`config.mk`:
```
export PLATFORM = sky130hd
export DESIGN_NAME = alarm_match_with_snooze
export DESIGN_NICKNAME = d
export VERILOG_FILES = /design/src/rtl/amws_pkg.sv /design/src/rtl/amws_ctrl.sv /design/src/rtl/amws_dp.sv /design/src/rtl/alarm_match_with_snooze.sv
export SDC_FILE = /design/constraint.sdc
export NUM_CORES = 1
export LEC_CHECK = 0
export ABC_AREA = 1
export BUFFER_PORTS_ARGS = -buffer_cell sky130_fd_sc_hd__buf_2
export CORE_MARGIN = 3
export CORE_UTILIZATION = 62
export DETAILED_ROUTE_END_ITERATION = 7
export GPL_TIMING_DRIVEN = 0
export PLACE_DENSITY = 0.83
export SYNTH_ARGS = -nofsm -noshare
export SYNTH_HDL_FRONTEND = slang
export SYNTH_SLANG_ARGS = --single-unit
```
`constraint.sdc`:
```
create_clock -name clk -period 5.95 [get_ports clk]
set_input_delay 0.8925 -clock clk [delete_from_list [all_inputs] [get_ports clk]]
set_output_delay 0.8925 -clock clk [all_outputs]
set_load 0.05 [all_outputs]
```
`src/rtl/amws_pkg.sv`:
```
`timescale 1ns / 1ps
// ----------------------------------------------------------------------------
// amws_pkg
// Shared constants and controller/datapath interface types for the alarm
// table with snooze.
// ----------------------------------------------------------------------------
package amws_pkg;

	localparam int ALARM_ENTRIES_DEF = 8;

	// action codes
	localparam logic [1:0] ACT_PROGRAM = 2'd0;
	localparam logic [1:0] ACT_TICK    = 2'd1;
	localparam logic [1:0] ACT_TIMEOUT = 2'd2;

	// register indexes
	localparam logic REG_SNOOZE_MINUTES = 1'b0;
	localparam logic REG_SNOOZE_MAX     = 1'b1;

	localparam int ONE_SHOT_BIT = 7;
	localparam int MATCH_BITS   = 8;

	typedef struct packed {
		logic capture;   // latch the input beat
		logic exec;      // apply program / countdown / timeout
		logic scan;      // compare one table entry
		logic load_out;  // move result into the output register
	} amws_cmd_t;

	typedef struct packed {
		logic is_tick;
		logic scan_last;
		logic out_free;
	} amws_status_t;

endpackage

```
`src/rtl/amws_ctrl.sv`:
```
`timescale 1ns / 1ps
// ----------------------------------------------------------------------------
// amws_ctrl
// Sequencer: accept a beat, execute it, scan the table on a minute tick,
// then hand the result to the output register.
// ----------------------------------------------------------------------------
module amws_ctrl
	import amws_pkg::*;
(
	input  logic         clk,
	input  logic         arst_n,
	input  logic         in_valid,
	output logic         in_ready,
	input  amws_status_t status,
	output amws_cmd_t    cmd
);

	localparam logic [1:0] S_IDLE = 2'd0;
	localparam logic [1:0] S_EXEC = 2'd1;
	localparam logic [1:0] S_SCAN = 2'd2;
	localparam logic [1:0] S_FIN  = 2'd3;

	logic [1:0] state_q;
	logic [1:0] state_d;

	assign in_ready = (state_q == S_IDLE);

	always_comb begin
		state_d      = state_q;
		cmd.capture  = 1'b0;
		cmd.exec     = 1'b0;
		cmd.scan     = 1'b0;
		cmd.load_out = 1'b0;
		case (state_q)
			S_IDLE: begin
				if (in_valid) begin
					cmd.capture = 1'b1;
					state_d     = S_EXEC;
				end
			end
			S_EXEC: begin
				cmd.exec = 1'b1;
				state_d  = status.is_tick ? S_SCAN : S_FIN;
			end
			S_SCAN: begin
				cmd.scan = 1'b1;
				if (status.scan_last) begin
					state_d = S_FIN;
				end
			end
			S_FIN: begin
				if (status.out_free) begin
					cmd.load_out = 1'b1;
					state_d      = S_IDLE;
				end
			end
			default: begin
				state_d = S_IDLE;
			end
		endcase
	end

	always_ff @(posedge clk or negedge arst_n) begin
		if (!arst_n) begin
			state_q <= S_IDLE;
		end else begin
			state_q <= state_d;
		end
	end

endmodule

```
`src/rtl/amws_dp.sv`:
```
`timescale 1ns / 1ps
// ----------------------------------------------------------------------------
// amws_dp
// Datapath: input capture, alarm table with per-entry valid bits, snooze
// counters, one-entry-per-cycle match scan and the output register.
// ----------------------------------------------------------------------------
module amws_dp
	import amws_pkg::*;
#(
	parameter int ALARM_ENTRIES = ALARM_ENTRIES_DEF
) (
	input  logic         clk,
	input  logic         arst_n,
	input  amws_cmd_t    cmd,
	output amws_status_t status,
	input  logic         cfg_we,
	input  logic         cfg_addr,
	input  logic [7:0]   cfg_wdata,
	input  logic [1:0]   action,
	input  logic [2:0]   entry_index,
	input  logic [4:0]   hour,
	input  logic [5:0]   minute,
	input  logic [2:0]   weekday,
	input  logic [7:0]   repeat_mask,
	output logic         out_valid,
	input  logic         out_ready,
	output logic         ring_start,
	output logic         ring_stop,
	output logic [7:0]   matched_mask,
	output logic [7:0]   snoozes_left
);

	localparam int IDX_W = (ALARM_ENTRIES > 1) ? $clog2(ALARM_ENTRIES) : 1;
	localparam logic [IDX_W-1:0] LAST_IDX = IDX_W'(ALARM_ENTRIES - 1);

	// config registers
	logic [7:0] snooze_minutes_q;
	logic [7:0] snooze_max_q;

	// captured beat
	logic [1:0] action_q;
	logic [2:0] entry_index_q;
	logic [4:0] hour_q;
	logic [5:0] minute_q;
	logic [2:0] weekday_q;
	logic [7:0] repeat_mask_q;

	// table; entries without a valid bit read as zero
	logic [ALARM_ENTRIES-1:0] valid_q;
	logic [4:0]               hour_tab_q [ALARM_ENTRIES];
	logic [5:0]               min_tab_q  [ALARM_ENTRIES];
	logic [7:0]               mask_tab_q [ALARM_ENTRIES];

	logic [7:0]       countdown_q;
	logic [7:0]       remaining_q;
	logic [IDX_W-1:0] scan_idx_q;
	logic             start_q;
	logic [7:0]       matched_q;

	logic             out_valid_q;
	logic             ring_start_q;
	logic             ring_stop_q;
	logic [7:0]       matched_mask_q;
	logic [7:0]       snoozes_left_q;

	logic             prog_ok;
	logic [IDX_W-1:0] prog_idx;
	logic [4:0]       rd_hour;
	logic [5:0]       rd_min;
	logic [7:0]       rd_mask;
	logic             day_ok;
	logic             hit;
	logic             do_prog;
	logic             do_hit;

	assign prog_ok  = ({3'b000, entry_index_q} < 6'(ALARM_ENTRIES));
	assign prog_idx = IDX_W'(entry_index_q);
	assign do_prog  = cmd.exec && (action_q == ACT_PROGRAM) && prog_ok;

	always_comb begin
		rd_hour = '0;
		rd_min  = '0;
		rd_mask = '0;
		if (valid_q[scan_idx_q]) begin
			rd_hour = hour_tab_q[scan_idx_q];
			rd_min  = min_tab_q[scan_idx_q];
			rd_mask = mask_tab_q[scan_idx_q];
		end
	end

	// weekday 7 has no mask bit; only one-shot can match then
	assign day_ok = rd_mask[ONE_SHOT_BIT] ||
		((weekday_q != 3'd7) && rd_mask[weekday_q]);
	assign hit    = day_ok && (rd_hour == hour_q) && (rd_min == minute_q);
	assign do_hit = cmd.scan && hit;

	assign status.is_tick   = (action_q == ACT_TICK);
	assign status.scan_last = (scan_idx_q == LAST_IDX);
	assign status.out_free  = !out_valid_q || out_ready;

	always_ff @(posedge clk or negedge arst_n) begin
		if (!arst_n) begin
			snooze_minutes_q <= '0;
			snooze_max_q     <= '0;
		end else if (cfg_we) begin
			case (cfg_addr)
				REG_SNOOZE_MINUTES: snooze_minutes_q <= cfg_wdata;
				REG_SNOOZE_MAX:     snooze_max_q     <= cfg_wdata;
				default: begin
				end
			endcase
		end
	end

	always_ff @(posedge clk) begin
		if (cmd.capture) begin
			action_q      <= action;
			entry_index_q <= entry_index;
			hour_q        <= hour;
			minute_q      <= minute;
			weekday_q     <= weekday;
			repeat_mask_q <= repeat_mask;
		end
	end

	always_ff @(posedge clk or negedge arst_n) begin
		if (!arst_n) begin
			valid_q <= '0;
		end else if (do_prog) begin
			valid_q[prog_idx] <= 1'b1;
		end
	end

	always_ff @(posedge clk) begin
		if (do_prog) begin
			hour_tab_q[prog_idx] <= hour_q;
			min_tab_q[prog_idx]  <= minute_q;
			mask_tab_q[prog_idx] <= repeat_mask_q;
		end else if (do_hit) begin
			mask_tab_q[scan_idx_q][ONE_SHOT_BIT] <= 1'b0;
		end
	end

	always_ff @(posedge clk or negedge arst_n) begin
		if (!arst_n) begin
			countdown_q <= '0;
			remaining_q <= '0;
			scan_idx_q  <= '0;
			start_q     <= 1'b0;
			matched_q   <= '0;
		end else begin
			if (cmd.capture) begin
				start_q    <= 1'b0;
				matched_q  <= '0;
				scan_idx_q <= '0;
			end
			if (cmd.exec) begin
				case (action_q)
					ACT_TICK: begin
						if (countdown_q != 8'd0) begin
							countdown_q <= countdown_q - 8'd1;
							if ((countdown_q == 8'd1) && (remaining_q != 8'd0)) begin
								remaining_q <= remaining_q - 8'd1;
								start_q     <= 1'b1;
							end
						end
					end
					ACT_TIMEOUT: begin
						countdown_q <= snooze_minutes_q;
					end
					default: begin
					end
				endcase
			end
			if (cmd.scan) begin
				scan_idx_q <= scan_idx_q + IDX_W'(1);
				if (hit) begin
					start_q     <= 1'b1;
					remaining_q <= snooze_max_q;
					for (int b = 0; b < MATCH_BITS; b++) begin
						if (32'(scan_idx_q) == b) begin
							matched_q[b] <= 1'b1;
						end
					end
				end
			end
		end
	end

	always_ff @(posedge clk or negedge arst_n) begin
		if (!arst_n) begin
			out_valid_q <= 1'b0;
		end else if (cmd.load_out) begin
			out_valid_q <= 1'b1;
		end else if (out_ready) begin
			out_valid_q <= 1'b0;
		end
	end

	always_ff @(posedge clk) begin
		if (cmd.load_out) begin
			ring_start_q   <= start_q && (action_q == ACT_TICK);
			ring_stop_q    <= (action_q == ACT_TIMEOUT);
			matched_mask_q <= (action_q == ACT_TICK) ? matched_q : 8'd0;
			snoozes_left_q <= remaining_q;
		end
	end

	assign out_valid    = out_valid_q;
	assign ring_start   = ring_start_q;
	assign ring_stop    = ring_stop_q;
	assign matched_mask = matched_mask_q;
	assign snoozes_left = snoozes_left_q;

endmodule

```
`src/rtl/alarm_match_with_snooze.sv`:
```
`timescale 1ns / 1ps
// ----------------------------------------------------------------------------
// alarm_match_with_snooze
// Alarm table with one-shot / weekday repeat and a snooze counter.
//
// Input channel (in_valid/in_ready) takes one beat per action: program an
// entry, minute tick, or ring timeout. Output channel (out_valid/out_ready)
// returns exactly one result beat per input beat, in order.
// Config port: cfg_we writes cfg_wdata to register cfg_addr
// (0 snooze minutes, 1 snooze max count) in the same cycle; write only
// while the block is idle.
// Sequence: a minute tick goes from accept through the execute state, the
// table scan (one table entry compared per cycle), result load and back
// to idle; program and timeout beats skip the scan. Result load waits
// while the output register is still full.
// An output register holds the finished result, so the next beat is
// accepted while it waits; a stalled receiver keeps the following result
// in the datapath, the controller waiting, until the register frees.
// Reset clears the table valid bits, snooze counters and config registers.
// ----------------------------------------------------------------------------
module alarm_match_with_snooze
	import amws_pkg::*;
#(
	parameter int ALARM_ENTRIES = ALARM_ENTRIES_DEF
) (
	input  logic       clk,
	input  logic       arst_n,
	input  logic       cfg_we,
	input  logic       cfg_addr,
	input  logic [7:0] cfg_wdata,
	input  logic       in_valid,
	output logic       in_ready,
	input  logic [1:0] action,
	input  logic [2:0] entry_index,
	input  logic [4:0] hour,
	input  logic [5:0] minute,
	input  logic [2:0] weekday,
	input  logic [7:0] repeat_mask,
	output logic       out_valid,
	input  logic       out_ready,
	output logic       ring_start,
	output logic       ring_stop,
	output logic [7:0] matched_mask,
	output logic [7:0] snoozes_left
);

	amws_cmd_t    cmd;
	amws_status_t status;

	amws_ctrl u_ctrl (
		.clk      (clk),
		.arst_n   (arst_n),
		.in_valid (in_valid),
		.in_ready (in_ready),
		.status   (status),
		.cmd      (cmd)
	);

	amws_dp #(
		.ALARM_ENTRIES (ALARM_ENTRIES)
	) u_dp (
		.clk          (clk),
		.arst_n       (arst_n),
		.cmd          (cmd),
		.status       (status),
		.cfg_we       (cfg_we),
		.cfg_addr     (cfg_addr),
		.cfg_wdata    (cfg_wdata),
		.action       (action),
		.entry_index  (entry_index),
		.hour         (hour),
		.minute       (minute),
		.weekday      (weekday),
		.repeat_mask  (repeat_mask),
		.out_valid    (out_valid),
		.out_ready    (out_ready),
		.ring_start   (ring_start),
		.ring_stop    (ring_stop),
		.matched_mask (matched_mask),
		.snoozes_left (snoozes_left)
	);

endmodule
```
==> results.sh <==
export IMPL_status="finished, final reports clean"
export IMPL_dieArea_mm2=0.02002
export IMPL_syn_nets=1225
export IMPL_wirelength_um=25530
export IMPL_finClkSkew_ns=0.01666
export IMPL_synth_edff_count=197
export IMPL_crit_required_ns=6.08
export IMPL_relSlewSlack_pct=5.564
export IMPL_die_x_um=141.5
export IMPL_start_util_pct=64.48
export IMPL_max_cap_violations=0
export IMPL_startpoint_type="register"
export IMPL_synth_flop_cell="edfxtp_1"
export IMPL_cp_endpoint="u_dp.min_tab_q[3][1]"
export IMPL_slew_violations=0
export IMPL_reg2reg_depth=7
export IMPL_async_flop_share_pct=21.83
export IMPL_synthTopCellsByArea="edfxtp_1 (52%), dfrtp_1 (12%), nand2_1 (12%)"
export IMPL_timing_rr_start="u_ctrl.state_q[1]"
export IMPL_via_per_inst=5.566
export IMPL_drc_errors=0
export IMPL_grt_usage_pct=26.04
export IMPL_rows=48
export IMPL_post_cts_buffers=0
export IMPL_path_class="register to register"
export IMPL_clkSinkCount=252
export IMPL_grt_pass1_wl_um=41170
export IMPL_p_leak_nw=5.626
export IMPL_wire_per_inst_um=17.00
export IMPL_synth_area_mm2=0.01138
export IMPL_setup_viol=0
export IMPL_yosys_warnings=0
export IMPL_tightest_slew_ns=1.411
export IMPL_ir_drop_mv=0.2978
export IMPL_r2r_end="u_dp.min_tab_q[3][1]"
export IMPL_finalCritPeriodShare_pct=54.83
export IMPL_cts_tree="done"
export IMPL_syn_avg_cell_area_um2=9.730
export IMPL_grt_setup_unrepaired="no"
export IMPL_rrSetupSlack_ns=2.69
export IMPL_cts_inserted_buffers=25
export IMPL_antennaDiodeCount=0
export IMPL_dp_hpwl_um=16940
export IMPL_postPlaceCellArea_mm2=0.01200
export IMPL_tns_ns=0
export IMPL_cts_resized=0
export IMPL_area_growth_syn_to_layout_pct=12.36
export IMPL_grt_pass1_vias=8322
export IMPL_hold_buffers=0
export IMPL_min_period_ns=3.263
export IMPL_drtAntennaViolNets=0
export IMPL_h_tree_depth=1
export IMPL_vias=8360
export IMPL_chipHeight_um=141.5
export IMPL_fin_nets=1313
export IMPL_netlist_area_leader_share_pct=51.96
export IMPL_clock_latency_ns=0.53
export IMPL_min_path_cells=2
export IMPL_powerDensity_mw_per_mm2=446.8
export IMPL_routabilityCongestion=0.9701
export IMPL_syn_instance_count=1170
export IMPL_synth_seq_cells=252
export IMPL_portBuffers=60
export IMPL_synth_top_area_cell="edfxtp_1"
export IMPL_cp_max_fo=11
export IMPL_firstDrtPassIters=5
export IMPL_hold_viol_final=0
export IMPL_hp_class="register to register"
export IMPL_setup_worst_path_start="u_ctrl.state_q[1]"
export IMPL_clock_fmax_mhz=306.5
export IMPL_crit_path_end_kind="register"
export IMPL_yosysUniqueCellTypes=40
export IMPL_final_area_mm2=0.01279
export IMPL_antenna_found_initial=0
export IMPL_overflow=0
export IMPL_coreArea_mm2=0.01766
export IMPL_grt_start_max_net_pins=56
export IMPL_arrival_ns=3.39
export IMPL_hp_start="u_dp.valid_q[2]"
export IMPL_clkSlewWorstSetupHoldPaths_ns=0.06
export IMPL_drt_iter0_drc=701
export IMPL_ios=61
export IMPL_root_buffer="clkbuf_16"
export IMPL_cts_buffer_depth=3
export IMPL_ys_seq_area_share_pct=64.05
export IMPL_drive_above_1_share_pct=10.65
## power by group
| part | internal, mW | total, mW | switching [mW] |
|---|---|---|---|
| Sequential | 2.14 | 2.26 | 0.124 |
| Combinational | 0.567 | 1.92 | 1.35 |
| Clock | 0.898 | 1.53 | 0.636 |
| Total | 3.60 | 5.72 | 2.11 |
## state kept, by name, summed over array words and instances (netlist names), 3 cells and up
signal                 count
u_dp.mask_tab_q           64
u_dp.minute_q              6
u_dp.matched_q             8
u_dp.snoozes_left          8
u_dp.snooze_minutes_q      8
u_dp.hour_tab_q           40
u_dp.snooze_max_q          8
u_dp.valid_q               8
u_dp.hour_q                5
u_dp.remaining_q           8
u_dp.countdown_q           8
u_dp.weekday_q             3
u_dp.min_tab_q            48
u_dp.matched_mask          8
u_dp.repeat_mask_q         8
u_dp.entry_index_q         3
u_dp.scan_idx_q            3
## routing by layer
metal  global-route usage, %  wire length, um
met5                       0                0
met4                   10.25              911
met3                   4.112             1702
met2                   43.89            12640
met1                   34.33            10280
## critical path, stage by stage, from the launching register on
cell and delay (ns):
dfrtp_1 0.41, inv_1 0.15, ha_1 0.24, inv_1 0.07, nor3_1 0.46, nand2_1 0.18, clkbuf_1 0.25, nor2_1 1.10
## worst min-delay path by stage
| stage | endpoint | slack (ns) |
|---|---|---|
| final | u_dp.valid_q[2] | 0.47 |
| after global routing | u_dp.valid_q[4] | 0.47 |
| after CTS | u_dp.valid_q[4] | 0.46 |
| after detailed placement | u_dp.valid_q[4] | 0.45 |
| after global placement | u_dp.valid_q[4] | 0.44 |
| after floorplan | u_dp.valid_q[2] | 0.43 |
## cells in the mapped netlist, types with 2 or more instances
master	number
a21oi_1	5
a31oi_1	4
buf_2	18
buf_4	12
buf_6	3
clkbuf_1	10
dfrtp_1	55
edfxtp_1	197
ha_1	14
inv_1	155
inv_2	2
nand2_1	354
nand2_2	2
nand3_1	116
nand3b_1	4
nand4_1	8
nor2_1	103
nor3_1	2
nor4_1	3
o211ai_1	8
o21ai_0	51
o21ai_1	17
o221ai_1	3
o22ai_1	4
xor2_1	5
## cell usage in the layout (no fill, tap or decap), types with 12 or more instances in the layout
master and instances:
inv_1 155, o21ai_0 51, ha_1 14, nor2_1 102, clkbuf_16 25, nand3_1 116, buf_4 12, edfxtp_1 197
o21ai_1 17, buf_2 78, clkbuf_1 19, nand2_1 354, dfrtp_1 55
## cell families (layout without fill, tap and decap cells)
kind of cell | Yosys count | in the layout | synth area share, %
buffers and inverters | 203 | 310 | 7.495
XOR/XNOR | 6 | 6 | 0.4616
flip-flops | 252 | 252 | 64.05
adder cells (fa/ha/maj) | 14 | 14 | 1.539
AO/OA/AOI/OAI | 96 | 96 | 4.693
AND/OR/NAND/NOR | 599 | 599 | 21.76
## metrics by stage
step | power [mW] | instances | hold WS [ns] | setup WS [ns] | util (%)
finish | 5.716 | 1502 | 0.4673 | 2.687 | 72.45
detailed placement | 4.183 | 1456 | 0.4471 | 2.750 | 67.95
floorplan | 3.635 | 1170 | 0.4274 | 3.658 | -
global placement | 4.089 | 1455 | 0.4379 | 2.832 | 67.77
global route | 6.043 | 1502 | 0.4724 | 2.475 | 72.45
CTS | 5.710 | 1502 | 0.4614 | 2.742 | 72.43
## final cells by class
type	count	area, um^2
Timing Repair Buffer	61	327.8
Buffer	44	255.2
Sequential cell	252	7292
Inverter	159	598.1
Multi-Input combinational cell	715	3246
Clock inverter	9	91.34
Clock buffer	37	700.7
Fill cell	1235	4865
Tap cell	225	281.5
(Power assumes the default switching activity.)
